$ cat src/rtl/jsu_pkg.sv
// Shared types, character codes and result-group helpers for the JSON string unescaper.
`default_nettype none

package jsu_pkg;

    localparam int unsigned GRP_MAX = 4;
    localparam int unsigned CNT_W   = $clog2(GRP_MAX + 1);

    localparam logic [7:0] CH_QUOTE = 8'h22;
    localparam logic [7:0] CH_BSL   = 8'h5C;
    localparam logic [7:0] CH_SLASH = 8'h2F;
    localparam logic [7:0] CH_B     = 8'h62;
    localparam logic [7:0] CH_F     = 8'h66;
    localparam logic [7:0] CH_N     = 8'h6E;
    localparam logic [7:0] CH_R     = 8'h72;
    localparam logic [7:0] CH_T     = 8'h74;
    localparam logic [7:0] CH_U     = 8'h75;

    localparam logic [7:0] CTL_BS  = 8'h08;
    localparam logic [7:0] CTL_FF  = 8'h0C;
    localparam logic [7:0] CTL_LF  = 8'h0A;
    localparam logic [7:0] CTL_CR  = 8'h0D;
    localparam logic [7:0] CTL_TAB = 8'h09;

    // top six bits of a code unit that mark high and low surrogates
    localparam logic [5:0] SURR_HI_TAG = 6'b110110;
    localparam logic [5:0] SURR_LO_TAG = 6'b110111;
    localparam logic [20:0] SUPP_BASE  = 21'h10000;

    typedef enum logic [1:0] {
        KIND_BYTE  = 2'd0,
        KIND_CLOSE = 2'd1,
        KIND_ERR   = 2'd2
    } kind_t;

    typedef enum logic [2:0] {
        ERR_NO_QUOTE   = 3'd0,
        ERR_UNTERM     = 3'd1,
        ERR_ESC_CUT    = 3'd2,
        ERR_BAD_ESC    = 3'd3,
        ERR_BAD_HEX    = 3'd4,
        ERR_PAIR_INCMP = 3'd5,
        ERR_PAIR_BAD   = 3'd6
    } err_t;

    // all results caused by one input byte
    typedef struct packed {
        logic [CNT_W-1:0]         cnt;
        kind_t                    kind;
        err_t                     err;
        logic [GRP_MAX-1:0][7:0]  bytes;
    } grp_t;

    function automatic grp_t err_group(input err_t e);
        grp_t g;
        g       = '0;
        g.cnt   = CNT_W'(1);
        g.kind  = KIND_ERR;
        g.err   = e;
        return g;
    endfunction

    function automatic grp_t close_group();
        grp_t g;
        g      = '0;
        g.cnt  = CNT_W'(1);
        g.kind = KIND_CLOSE;
        return g;
    endfunction

    function automatic grp_t byte_group(input logic [7:0] b);
        grp_t g;
        g          = '0;
        g.cnt      = CNT_W'(1);
        g.kind     = KIND_BYTE;
        g.bytes[0] = b;
        return g;
    endfunction

    function automatic grp_t utf8_group(input logic [20:0] cp);
        grp_t g;
        g      = '0;
        g.kind = KIND_BYTE;
        if (cp <= 21'h7F) begin
            g.cnt      = CNT_W'(1);
            g.bytes[0] = cp[7:0];
        end
        else if (cp <= 21'h7FF) begin
            g.cnt      = CNT_W'(2);
            g.bytes[0] = {3'b110, cp[10:6]};
            g.bytes[1] = {2'b10, cp[5:0]};
        end
        else if (cp <= 21'hFFFF) begin
            g.cnt      = CNT_W'(3);
            g.bytes[0] = {4'b1110, cp[15:12]};
            g.bytes[1] = {2'b10, cp[11:6]};
            g.bytes[2] = {2'b10, cp[5:0]};
        end
        else begin
            g.cnt      = CNT_W'(4);
            g.bytes[0] = {5'b11110, cp[20:18]};
            g.bytes[1] = {2'b10, cp[17:12]};
            g.bytes[2] = {2'b10, cp[11:6]};
            g.bytes[3] = {2'b10, cp[5:0]};
        end
        return g;
    endfunction

    // bit 4 set: not a hex digit
    function automatic logic [4:0] hex_value(input logic [7:0] c);
        logic [4:0] v;
        if (c >= 8'h30 && c <= 8'h39)
            v = {1'b0, 4'(c - 8'h30)};
        else if (c >= 8'h61 && c <= 8'h66)
            v = {1'b0, 4'(c - 8'h57)};
        else if (c >= 8'h41 && c <= 8'h46)
            v = {1'b0, 4'(c - 8'h37)};
        else
            v = 5'h10;
        return v;
    endfunction

endpackage

`default_nettype wire

$ cat src/rtl/jsu_decode.sv
// Decode state machine: turns one registered input byte into a group of results.
`default_nettype none

module jsu_decode
    import jsu_pkg::*;
(
    input  wire logic       clk,
    input  wire logic       rst_n,
    input  wire logic       fire,
    input  wire logic [7:0] cur_byte,
    input  wire logic       cur_eot,
    output grp_t            grp
);

    typedef enum logic [3:0] {
        M_IDLE,
        M_BODY,
        M_ESC,
        M_HEX0,
        M_HEX1,
        M_HEX2,
        M_HEX3,
        M_PBS,
        M_PU,
        M_LOW0,
        M_LOW1,
        M_LOW2,
        M_LOW3
    } mode_t;

    mode_t       mode_reg, mode_next;
    logic [15:0] acc_reg, acc_next;
    logic [9:0]  hs_reg, hs_next;

    logic [4:0]  hexd;
    logic [15:0] acc_shift;
    logic        bad_hex;

    assign hexd      = hex_value(cur_byte);
    assign bad_hex   = cur_eot || hexd[4];
    assign acc_shift = {acc_reg[11:0], hexd[3:0]};

    always_comb
    begin
        mode_next = mode_reg;
        acc_next  = acc_reg;
        hs_next   = hs_reg;
        grp       = '0;
        unique case (mode_reg)
            M_BODY:
            begin
                if (cur_eot)
                begin
                    mode_next = M_IDLE;
                    acc_next  = '0;
                    hs_next   = '0;
                    grp       = err_group(ERR_UNTERM);
                end
                else if (cur_byte == CH_QUOTE)
                begin
                    mode_next = M_IDLE;
                    grp       = close_group();
                end
                else if (cur_byte == CH_BSL)
                    mode_next = M_ESC;
                else
                    grp = byte_group(cur_byte);
            end
            M_ESC:
            begin
                if (cur_eot)
                begin
                    mode_next = M_IDLE;
                    acc_next  = '0;
                    hs_next   = '0;
                    grp       = err_group(ERR_ESC_CUT);
                end
                else
                begin
                    mode_next = M_BODY;
                    unique case (cur_byte)
                        CH_QUOTE, CH_BSL, CH_SLASH: grp = byte_group(cur_byte);
                        CH_B: grp = byte_group(CTL_BS);
                        CH_F: grp = byte_group(CTL_FF);
                        CH_N: grp = byte_group(CTL_LF);
                        CH_R: grp = byte_group(CTL_CR);
                        CH_T: grp = byte_group(CTL_TAB);
                        CH_U:
                        begin
                            acc_next  = '0;
                            mode_next = M_HEX0;
                        end
                        default:
                        begin
                            mode_next = M_IDLE;
                            acc_next  = '0;
                            hs_next   = '0;
                            grp       = err_group(ERR_BAD_ESC);
                        end
                    endcase
                end
            end
            M_HEX0, M_HEX1, M_HEX2, M_HEX3:
            begin
                if (bad_hex)
                begin
                    mode_next = M_IDLE;
                    acc_next  = '0;
                    hs_next   = '0;
                    grp       = err_group(ERR_BAD_HEX);
                end
                else
                begin
                    acc_next = acc_shift;
                    if (mode_reg == M_HEX0)
                        mode_next = M_HEX1;
                    else if (mode_reg == M_HEX1)
                        mode_next = M_HEX2;
                    else if (mode_reg == M_HEX2)
                        mode_next = M_HEX3;
                    else if (acc_shift[15:10] == SURR_HI_TAG)
                    begin
                        hs_next   = acc_shift[9:0];
                        mode_next = M_PBS;
                    end
                    else
                    begin
                        mode_next = M_BODY;
                        grp       = utf8_group({5'b0, acc_shift});
                    end
                end
            end
            M_PBS:
            begin
                if (cur_eot || cur_byte != CH_BSL)
                begin
                    mode_next = M_IDLE;
                    acc_next  = '0;
                    hs_next   = '0;
                    grp       = err_group(ERR_PAIR_INCMP);
                end
                else
                    mode_next = M_PU;
            end
            M_PU:
            begin
                if (cur_eot || cur_byte != CH_U)
                begin
                    mode_next = M_IDLE;
                    acc_next  = '0;
                    hs_next   = '0;
                    grp       = err_group(ERR_PAIR_INCMP);
                end
                else
                begin
                    acc_next  = '0;
                    mode_next = M_LOW0;
                end
            end
            M_LOW0, M_LOW1, M_LOW2, M_LOW3:
            begin
                if (bad_hex || (mode_reg == M_LOW3 && acc_shift[15:10] != SURR_LO_TAG))
                begin
                    mode_next = M_IDLE;
                    acc_next  = '0;
                    hs_next   = '0;
                    grp       = err_group(ERR_PAIR_BAD);
                end
                else
                begin
                    acc_next = acc_shift;
                    if (mode_reg == M_LOW0)
                        mode_next = M_LOW1;
                    else if (mode_reg == M_LOW1)
                        mode_next = M_LOW2;
                    else if (mode_reg == M_LOW2)
                        mode_next = M_LOW3;
                    else
                    begin
                        mode_next = M_BODY;
                        grp       = utf8_group(SUPP_BASE + {1'b0, hs_reg, acc_shift[9:0]});
                    end
                end
            end
            default:
            begin
                // waiting for the opening quote
                mode_next = M_IDLE;
                if (!cur_eot)
                begin
                    if (cur_byte == CH_QUOTE)
                        mode_next = M_BODY;
                    else
                    begin
                        acc_next = '0;
                        hs_next  = '0;
                        grp      = err_group(ERR_NO_QUOTE);
                    end
                end
            end
        endcase
    end

    always_ff @(posedge clk or negedge rst_n)
    begin
        if (!rst_n)
        begin
            mode_reg <= M_IDLE;
            acc_reg  <= '0;
            hs_reg   <= '0;
        end
        else if (fire)
        begin
            mode_reg <= mode_next;
            acc_reg  <= acc_next;
            hs_reg   <= hs_next;
        end
    end

endmodule

`default_nettype wire

$ cat src/rtl/jsu_res_queue.sv
// Result-group queue and serializer: stores groups and hands out one result per transfer.
`default_nettype none

module jsu_res_queue
    import jsu_pkg::*;
#(
    parameter int unsigned DEPTH = 4
)
(
    input  wire logic       clk,
    input  wire logic       rst_n,
    input  wire logic       push,
    input  wire grp_t       push_grp,
    output logic            can_push,
    output logic            out_valid,
    input  wire logic       out_ready,
    output logic [7:0]      out_byte,
    output logic [1:0]      kind,
    output logic [2:0]      error_code,
    output logic            last_of_run
);

    localparam int unsigned PTR_W = (DEPTH > 1) ? $clog2(DEPTH) : 1;
    localparam int unsigned OCC_W = $clog2(DEPTH + 1);
    localparam int unsigned IDX_W = $clog2(GRP_MAX);

    grp_t              mem_reg [DEPTH];
    logic [PTR_W-1:0]  wr_ptr_reg, rd_ptr_reg;
    logic [OCC_W-1:0]  occ_reg;
    logic [IDX_W-1:0]  idx_reg;

    grp_t  head;
    logic  xfer;
    logic  pop;

    assign head        = mem_reg[rd_ptr_reg];
    assign can_push    = (occ_reg != OCC_W'(DEPTH));
    assign out_valid   = (occ_reg != '0);
    assign out_byte    = head.bytes[idx_reg];
    assign kind        = head.kind;
    assign error_code  = head.err;
    assign last_of_run = ({1'b0, idx_reg} == CNT_W'(head.cnt - CNT_W'(1)));
    assign xfer        = out_valid && out_ready;
    assign pop         = xfer && last_of_run;

    always_ff @(posedge clk)
    begin
        if (push)
            mem_reg[wr_ptr_reg] <= push_grp;
    end

    always_ff @(posedge clk or negedge rst_n)
    begin
        if (!rst_n)
        begin
            wr_ptr_reg <= '0;
            rd_ptr_reg <= '0;
            occ_reg    <= '0;
            idx_reg    <= '0;
        end
        else
        begin
            if (push)
                wr_ptr_reg <= (wr_ptr_reg == PTR_W'(DEPTH - 1)) ? '0 : wr_ptr_reg + PTR_W'(1);
            if (pop)
                rd_ptr_reg <= (rd_ptr_reg == PTR_W'(DEPTH - 1)) ? '0 : rd_ptr_reg + PTR_W'(1);
            if (push && !pop)
                occ_reg <= occ_reg + OCC_W'(1);
            else if (pop && !push)
                occ_reg <= occ_reg - OCC_W'(1);
            if (pop)
                idx_reg <= '0;
            else if (xfer)
                idx_reg <= idx_reg + IDX_W'(1);
        end
    end

endmodule

`default_nettype wire

$ cat src/rtl/json_string_unescape_utf8.sv
// Top level of the JSON string unescaper with UTF-8 output.
`default_nettype none

// Takes a JSON string literal one byte per transfer, from its opening quote, and
// returns the decoded content as UTF-8 bytes, a close result on the closing quote,
// or one error result, after which it waits for a new opening quote. An input byte
// is registered, decoded combinationally by the mode state machine into a group of
// zero to four results, and the group is queued; results leave one per cycle while
// out_ready is high, the last one of a group flagged by last_of_run. A new byte is
// taken every cycle while the result queue (QUEUE_DEPTH groups) has room; it is held
// in the input register, then its group in the queue. Output bytes over a string never
// outnumber input bytes, so an always-ready sink lets input sustain one byte per cycle.
module json_string_unescape_utf8
    import jsu_pkg::*;
#(
    parameter int unsigned QUEUE_DEPTH = 5
)
(
    input  wire logic       clk,
    input  wire logic       rst_n,
    input  wire logic       in_valid,
    output logic            in_ready,
    input  wire logic [7:0] in_byte,
    input  wire logic       end_of_text,
    output logic            out_valid,
    input  wire logic       out_ready,
    output logic [7:0]      out_byte,
    output logic [1:0]      kind,
    output logic [2:0]      error_code,
    output logic            last_of_run
);

    logic       cur_valid_reg, cur_valid_next;
    logic [7:0] cur_byte_reg;
    logic       cur_eot_reg;
    logic       can_push;
    logic       fire;
    logic       in_xfer;
    grp_t       grp;

    assign fire     = cur_valid_reg && can_push;
    assign in_ready = !cur_valid_reg || can_push;
    assign in_xfer  = in_valid && in_ready;

    always_comb
    begin
        cur_valid_next = cur_valid_reg;
        if (in_xfer)
            cur_valid_next = 1'b1;
        else if (fire)
            cur_valid_next = 1'b0;
    end

    always_ff @(posedge clk or negedge rst_n)
    begin
        if (!rst_n)
            cur_valid_reg <= 1'b0;
        else
            cur_valid_reg <= cur_valid_next;
    end

    always_ff @(posedge clk)
    begin
        if (in_xfer)
        begin
            cur_byte_reg <= in_byte;
            cur_eot_reg  <= end_of_text;
        end
    end

    jsu_decode u_decode (
        .clk      (clk),
        .rst_n    (rst_n),
        .fire     (fire),
        .cur_byte (cur_byte_reg),
        .cur_eot  (cur_eot_reg),
        .grp      (grp)
    );

    jsu_res_queue #(
        .DEPTH (QUEUE_DEPTH)
    ) u_queue (
        .clk         (clk),
        .rst_n       (rst_n),
        .push        (fire && (grp.cnt != '0)),
        .push_grp    (grp),
        .can_push    (can_push),
        .out_valid   (out_valid),
        .out_ready   (out_ready),
        .out_byte    (out_byte),
        .kind        (kind),
        .error_code  (error_code),
        .last_of_run (last_of_run)
    );

endmodule

`default_nettype wire

$ cat config.mk
export PLATFORM = sky130hd
export DESIGN_NAME = json_string_unescape_utf8
export DESIGN_NICKNAME = d
export VERILOG_FILES = /design/src/rtl/jsu_pkg.sv /design/src/rtl/jsu_decode.sv /design/src/rtl/jsu_res_queue.sv /design/src/rtl/json_string_unescape_utf8.sv
export SDC_FILE = /design/constraint.sdc
export NUM_CORES = 1
export LEC_CHECK = 0
export ABC_CLOCK_PERIOD_IN_PS = 6250
export BUFFER_PORTS_ARGS = -buffer_cell sky130_fd_sc_hd__clkbuf_2
export CORE_MARGIN = 3
export CORE_UTILIZATION = 30
export CTS_CLUSTER_SIZE = 28
export DETAILED_ROUTE_END_ITERATION = 8
export MAX_ROUTING_LAYER = met4
export SLEW_MARGIN = 20
export SYNTH_ARGS = -nofsm -noshare
export SYNTH_HDL_FRONTEND = slang
export SYNTH_SLANG_ARGS = --single-unit
$ cat constraint.sdc
create_clock -name clk -period 6.25 [get_ports clk]
set_input_delay 0.625 -clock clk [delete_from_list [all_inputs] [get_ports clk]]
set_output_delay 0.625 -clock clk [all_outputs]
set_load 0.05 [all_outputs]
; Word level (Yosys, flattened, before mapping)
; Memories as Yosys holds them, arrays and structs flattened.
; Cells that the tools add are included.
[op_classes]
n_shift = 0
eq_ne = 42
magnitude_cmp = 12
bitwise_logic = 0
muxes = 91
addsub = 10
div_mod_pow = 0
n_mul = 0
reduce_logical = 32
[ops]
columns = cell, n
row1 = 40-bit 2-to-1 mux, 13
row2 = 38-bit one-hot mux with 7 select lines, 1
row3 = 40-bit one-hot mux with 6 select lines, 1
row4 = 38-bit 2-to-1 mux, 4
row5 = 10-bit 2-to-1 mux, 13
row6 = 12-bit 2-to-1 mux, 8
row7 = 12-bit one-hot mux with 6 select lines, 1
row8 = 4-bit 2-to-1 mux, 15
row9 = 10-bit one-hot mux with 6 select lines, 1
row10 = 8-bit by 7-bit == test with 1-bit output (second input constant), 7
row11 = 16-bit 2-to-1 mux, 3
row12 = 8-bit 2-to-1 mux, 5
row13 = 3-bit 2-to-1 mux, 9
row14 = 24-bit 2-to-1 mux, 1
row15 = 4-bit one-hot mux with 6 select lines, 1
row16 = 22-bit 2-to-1 mux, 1
row17 = 17-bit by 20-bit adder with 21-bit output (first input constant), 1
row18 = 21-bit by 11-bit less-or-equal comparator with 1-bit output (second input constant), 1
row19 = 21-bit by 16-bit less-or-equal comparator with 1-bit output (second input constant), 1
row20 = 21-bit by 7-bit less-or-equal comparator with 1-bit output (second input constant), 1
row21 = 4-bit == test (second input constant), 5
row22 = 8-bit binary-select mux with 2-bit select, 1
row23 = 4-bit by 3-bit == test with 1-bit output (second input constant), 4
row24 = 8-bit by 6-bit == test with 1-bit output (second input constant), 2
row25 = 44 further kinds, 87
[totals]
mem_bits_rw = 200
in_bits = 13
latch_bits = 0
out_inout_bits = 16
mem_bits_ro = 0
regBits = 47
n_memories = 1
[memory_table]
columns = name, words, width, read_ports, rd_clocked_by_memory_dff, wr, line
row1 = u_queue.mem_reg, 5, 40, 1, 0, 1, jsu_res_queue.sv:27  ; grp_t mem_reg [DEPTH];

; Logic depth before layout (Yosys ltp)
[depth]
ltp_word = 21
mapped_depth = 19

; Cells and area by module
; A second synthesis with hierarchy kept.
[unflattened]
cells_unflattened = 874
hier_area_um2 = 11885.1
[modules_own_cells]
columns = module, area_per_inst_um2, cells_per_inst, n_inst
row1 = jsu_res_queue, 8354.3, 399, 1
row2 = jsu_decode, 3190.6, 460, 1
row3 = json_string_unescape_utf8, 340.3, 15, 1

; Least setup slack after synthesis
; No wires, ideal clock.
[synth_timing]
path_kind = register -> register
start = register cur_byte_reg[0]
end = memory u_queue.mem_reg[2][0] (netlist bit) (enable)
setup_ns = 0.520
slack_ns = -0.660
arrival_time_ns = 6.390
period_less_slack_ns = 6.910
stages_incl_launch_ff = 13
t_required_ns = 5.730
cell_sequence = edfxtp_1 > clkbuf_1 > inv_1 > ha_1 > nor3b_1 > or4b_4 > a221oi_4 > nand2_1 > mux2i_1 > a31o_1 > a21o_1 > buf_6 > nor4_1
[synth_between]
elab_chain_len = 19
elab_cells_between_ends = 65
[synth_rtl]
columns = element, line
row1 = start: declaration, json_string_unescape_utf8.sv:34  ; logic [7:0] cur_byte_reg;
row2 = start signal: assignment, json_string_unescape_utf8.sv:66  ; cur_byte_reg <= in_byte;
row3 = 8-bit by 7-bit >= comparator with 1-bit output or 8-bit by 7-bit less-or-equal comparator with 1-bit output (tied branches), jsu_pkg.sv:116  ; else if (c >= 8'h41 && c <= 8'h46)
row4 = 1-bit logical AND, jsu_pkg.sv:116
row5 = 5-bit 2-to-1 mux, jsu_pkg.sv:116
row6 = 5-bit 2-to-1 mux, jsu_pkg.sv:114  ; else if (c >= 8'h61 && c <= 8'h66)
row7 = 5-bit 2-to-1 mux, jsu_pkg.sv:112  ; if (c >= 8'h30 && c <= 8'h39)
row8 = 17-bit by 20-bit adder with 21-bit output, jsu_decode.sv:181  ; grp = utf8_group(SUPP_BASE + {1'b0, hs_reg, acc_shift[9:0]});
row9 = 21-bit by 16-bit less-or-equal comparator with 1-bit output, jsu_pkg.sv:93  ; else if (cp <= 21'hFFFF) begin
row10 = 3-bit 2-to-1 mux, jsu_pkg.sv:93
row11 = (+3 left out), -
row12 = 40-bit 2-to-1 mux, jsu_decode.sv:174  ; else if (mode_reg == M_LOW1)
row13 = 40-bit 2-to-1 mux, jsu_decode.sv:172  ; if (mode_reg == M_LOW0)
row14 = 40-bit 2-to-1 mux, jsu_decode.sv:162  ; if (bad_hex || (mode_reg == M_LOW3 && acc_shift[15:10] != SURR_LO_TAG))
row15 = 40-bit one-hot mux with 6 select lines *, jsu_decode.sv:49  ; unique case (mode_reg)
row16 = 3-bit nonzero test *, json_string_unescape_utf8.sv:85  ; .push (fire && (grp.cnt != '0)),
row17 = 1-bit logical AND *, json_string_unescape_utf8.sv:85
row18 = 1-bit 2-to-1 mux *, jsu_res_queue.sv:48  ; if (push)
row19 = 1-bit 2-to-1 mux (not written as such) *, jsu_res_queue.sv:49  ; mem_reg[wr_ptr_reg] <= push_grp;
row20 = end: declaration, jsu_res_queue.sv:27
; Mark *: on every way between the ends. The rest lies on a longest branch, timed or not.

; Worst setup path after layout
[layout_timing]
start = register cur_byte_reg[0]
end = register u_queue.occ_reg[1]
[layout_between]
elab_chain_len = 20
elab_cells_between_ends = 68
[layout_rtl]
columns = element, line
row1 = 8-bit by 7-bit >= comparator with 1-bit output or 8-bit by 7-bit less-or-equal comparator with 1-bit output (tied branches), jsu_pkg.sv:116
row2 = 1-bit logical AND, jsu_pkg.sv:116
row3 = 5-bit 2-to-1 mux, jsu_pkg.sv:116
row4 = 5-bit 2-to-1 mux, jsu_pkg.sv:114
row5 = 5-bit 2-to-1 mux, jsu_pkg.sv:112
row6 = 17-bit by 20-bit adder with 21-bit output, jsu_decode.sv:181
row7 = 21-bit by 16-bit less-or-equal comparator with 1-bit output, jsu_pkg.sv:93
row8 = 3-bit 2-to-1 mux, jsu_pkg.sv:93
row9 = (+5 left out), -
row10 = 40-bit 2-to-1 mux, jsu_decode.sv:162
row11 = 40-bit one-hot mux with 6 select lines *, jsu_decode.sv:49
row12 = 3-bit nonzero test *, json_string_unescape_utf8.sv:85
row13 = 1-bit logical AND *, json_string_unescape_utf8.sv:85
row14 = via u_queue.push, jsu_res_queue.sv:12  ; input wire logic push,
row15 = 1-bit zero test, jsu_res_queue.sv:69  ; else if (pop && !push)
row16 = 1-bit logical AND, jsu_res_queue.sv:69
row17 = 2-bit nonzero test (no line), -
row18 = end signal: assignment, jsu_res_queue.sv:68  ; occ_reg <= occ_reg + OCC_W'(1);
row19 = end signal: assignment, jsu_res_queue.sv:70  ; occ_reg <= occ_reg - OCC_W'(1);
row20 = end: declaration, jsu_res_queue.sv:29  ; logic [OCC_W-1:0] occ_reg;
; The timed path passes the listed nets; every way through them passes the cells marked *.
; A chain may end at the register's enable or synchronous reset.

==> metrics.md <==
| Metric | Value |
|---|---|
| Critical path required time | 6.66 ns |
| Initial antenna violation count | 0 |
| CP endpoint kind | register |
| Port bufs | 28 |
| Die area | 39100 sq um |
| CP max-delay cell | edfxtp_1 |
| Fmax | 212 MHz |
| Max FFs per register | 180 |
| Final setup violation count | 0 |
| Final total power | 5570 uW |
| Arrival time worst endpoint | 5.13 ns |
| Status | completed |
| Core Box Area | 35900 sq um |
| Final Wtd Congestion | 0.923 |
| CP peak stage delay | 0.59 ns |
| Post-cts resize count | 0 |
| H-tree depth | 1 |
| Min-delay worst type | in -> async |
| Reg area | 6630 sq um |
| Synth Warn # | 0 |
| Slew HR | 25.9% |
| Die Y | 198 microns |
| # fillers | 3497 |
| Unique cell type count in the Yosys netlist | 79 |
| Crit path cell chain | inv_1, ha_1, nor3b_1, or4b_4, a221oi_4, nand3_1, a22oi_4, a31o_1, a21o_1, inv_1, ha_1, inv_1, fa_1, mux2_2 |
| Period utilization | 75.6% |
| Iteration-0 DRC Markers | 795 |
| # hold bufs at CTS | 0 |
| DRT Pass-1 Iters | 5 |
| Final Util | 34.7% |
| Number of global-route vias before repair | 7131 |
| Multi-input logic area | 4190 sq um |
| RSZ-0062 raised after global routing | false |
| Via-per-instance ratio | 5.51 |
| Die W | 198 microns |
| EDFF count, synth | 189 |
| Worst Skew | 0.0152 ns |
| Final worst path period need | 4.72 ns |
| Clock transition at path regs | 0.06 ns |
| Worst-Margin Slew | 1.10 ns |
| CTS Sinks | 227 |
| Max Cap Viol | 0 |
| Mapped Area | 11000 sq um |
| Clk_lat worst skew | 0.53 ns |
| Mapped Nets | 825 |
| Global-route wire length before repair | 42.3 mm |
| WP buf/inv | 3 |
| Largest net degree at the start of global routing | 39 |
| N_diodes | 0 |
| Final hold vios | 0 |
| CP Launch Type | register |
| VDD IR max | 0.206 mV |
| Top_reg_cell synth | edfxtp_1 |
| Final HPWL DP | 18.2 mm |
| Synthesized flop and latch total | 227 |
| P_leak | 0.00431 uW |
| ANT nets after route | 0 |
| Seq/Total Area, Yosys | 60.1% |
| Asr flop ratio synth | 16.7% |
| All-Layer GR Usage | 14.2% |
| Layout cells sized above 1 | 19.6% |
| Site Rows | 69 |
| Initial Utilization | 30.7% |
| Clock tree root buffer cell | clkbuf_16 |
| Top delay family on crit path | compound AO/OA/AOI/OAI gates |
| Pwr dens | 447 nW/um^2 |
| TritonCTS buffer count | 23 |
| Average cell area after synthesis | 13.8 sq um |
| Most common cell on crit path | inv_1 |
| Final net count | 850 |
| CP Class | reg -> reg |
| Worst Path Max Fanout | 15 |
| Congestion Overflow GR | 0 |
| Clock buffer depth | 3 |
| I/O pin count | 29 |
| Total setup buffers inserted after CTS | 0 |
| Cells after Synth | 799 |
| Via count | 7172 |
| CTS tree | built |
| Syn-to-layout area delta | 13.1% |
| Max Slew Vio Count | 0 |
| Detailed Route WL | 27.2 mm |
| Avg WL per Cell | 20.9 microns |
| DR DRC count | 0 |
[power by group]
| group | leakage [uW] | switching, uW | internal (uW) |
|---|---|---|---|
| Combinational | 0.00167 | 1210 | 777 |
| Clock | 0.000366 | 574 | 818 |
| Sequential | 0.00227 | 227 | 1970 |
[kinds of logic after synthesis]
kind of cell	count (synthesis)	synth area share, %
and+or+nand+nor	231	11.0
DFF	227	60.1
AOI/OAI and AO/OA	163	10.3
muxes	87	13.8
buffers and inverters	65	2.31
adders and majority gates	14	1.63
xor gates and xnor gates	12	0.953
[cell type report]
| type | instances | share of cell area, % |
|---|---|---|
| Clock buffer | 29 | 4.87 |
| Clock inverter | 13 | 1.23 |
| Tap cell | 461 | 4.62 |
| Multi-Input combinational cell | 507 | 33.6 |
| Inverter | 26 | 0.782 |
| Timing Repair Buffer | 39 | 1.79 |
| Sequential cell | 227 | 53.1 |
[metrics by stage]
step | std cells | worst slack (ns) | hold slack (ns) | setup TNS, ns | cell area, sq um
floorplan | 799 | -0.660 | 0.329 | -118.77 | 11000
global placement | 1260 | 1.64 | 0.523 | 0 | 11700
detailed placement | 1260 | 1.59 | 0.520 | 0 | 11700
CTS | 1302 | 1.59 | 0.249 | 0 | 12500
global route | 1302 | 1.27 | 0.245 | 0 | 12500
finish | 1302 | 1.53 | 0.261 | 0 | 12500
[cell usage in the layout (no fill, tap or decap), drive strengths merged, types with 8 or more instances in the layout]
cell type  Yosys  routed
a21oi         35      35
a22o          11      11
and2           9       9
buf           14      12
clkbuf        25      56
clkinv         0       8
dfrtp         38      38
edfxtp       189     189
ha            12      12
inv           26      27
mux2          20      20
mux2i         18      18
mux4          49      49
nand2         52      52
nand3         15      15
nor2          68      68
nor2b          8       8
nor3          17      17
nor4          11      11
o21ai         48      48
xnor2          8       8
[final timing paths]
check | startpoint | to | slack, ns | cells after the start
worst max-delay path | cur_byte_reg[0] | u_queue.occ_reg[1] | 1.53 | 14
worst min-delay path | rst_n | u_decode.mode_reg[0] | 0.26 | 1
worst max register to register | cur_byte_reg[0] | u_queue.occ_reg[1] | 1.53 | 14
worst min register to register | u_queue.occ_reg[2] | u_queue.occ_reg[2] | 0.55 | 1
max in group asynchronous | rst_n | u_queue.rd_ptr_reg[0] | 5.30 | 1
min in group clk | in_byte[6] | cur_byte_reg[6] | 0.27 | 1
[synthesized netlist by cell type (5+ instances only)]
cell type / n / area (sq um)
edfxtp_1: 189 / 5680
nor2_1: 68 / 255
nand2_1: 52 / 195
mux4_2: 49 / 1100
o21ai_0: 45 / 225
dfrtp_1: 38 / 951
a21oi_1: 35 / 175
inv_1: 26 / 97.6
clkbuf_1: 25 / 93.8
mux2_2: 18 / 203
mux2i_1: 18 / 180
nor3_1: 16 / 80.1
nand3_1: 15 / 75.1
ha_1: 12 / 150
a22o_1: 11 / 96.3
nor4_1: 11 / 68.8
buf_1: 10 / 37.5
and2_1: 8 / 50.1
nor2b_1: 8 / 50.1
xnor2_1: 8 / 70.1
a211oi_1: 6 / 45.0
o221ai_1: 6 / 52.6
and3_1: 5 / 31.3
o211ai_1: 5 / 37.5
o22ai_1: 5 / 31.3
[routing by layer]
layer	vias to the layer above	global-route usage [%]	share of wire, %
li1	3202	-	-
met1	3654	20.6	46
met4	0	3.36	2.5
met5	-	-	0
met3	54	2.09	6.8
met2	262	21.2	45
No activity file was read; power rests on OpenSTA's default activity.
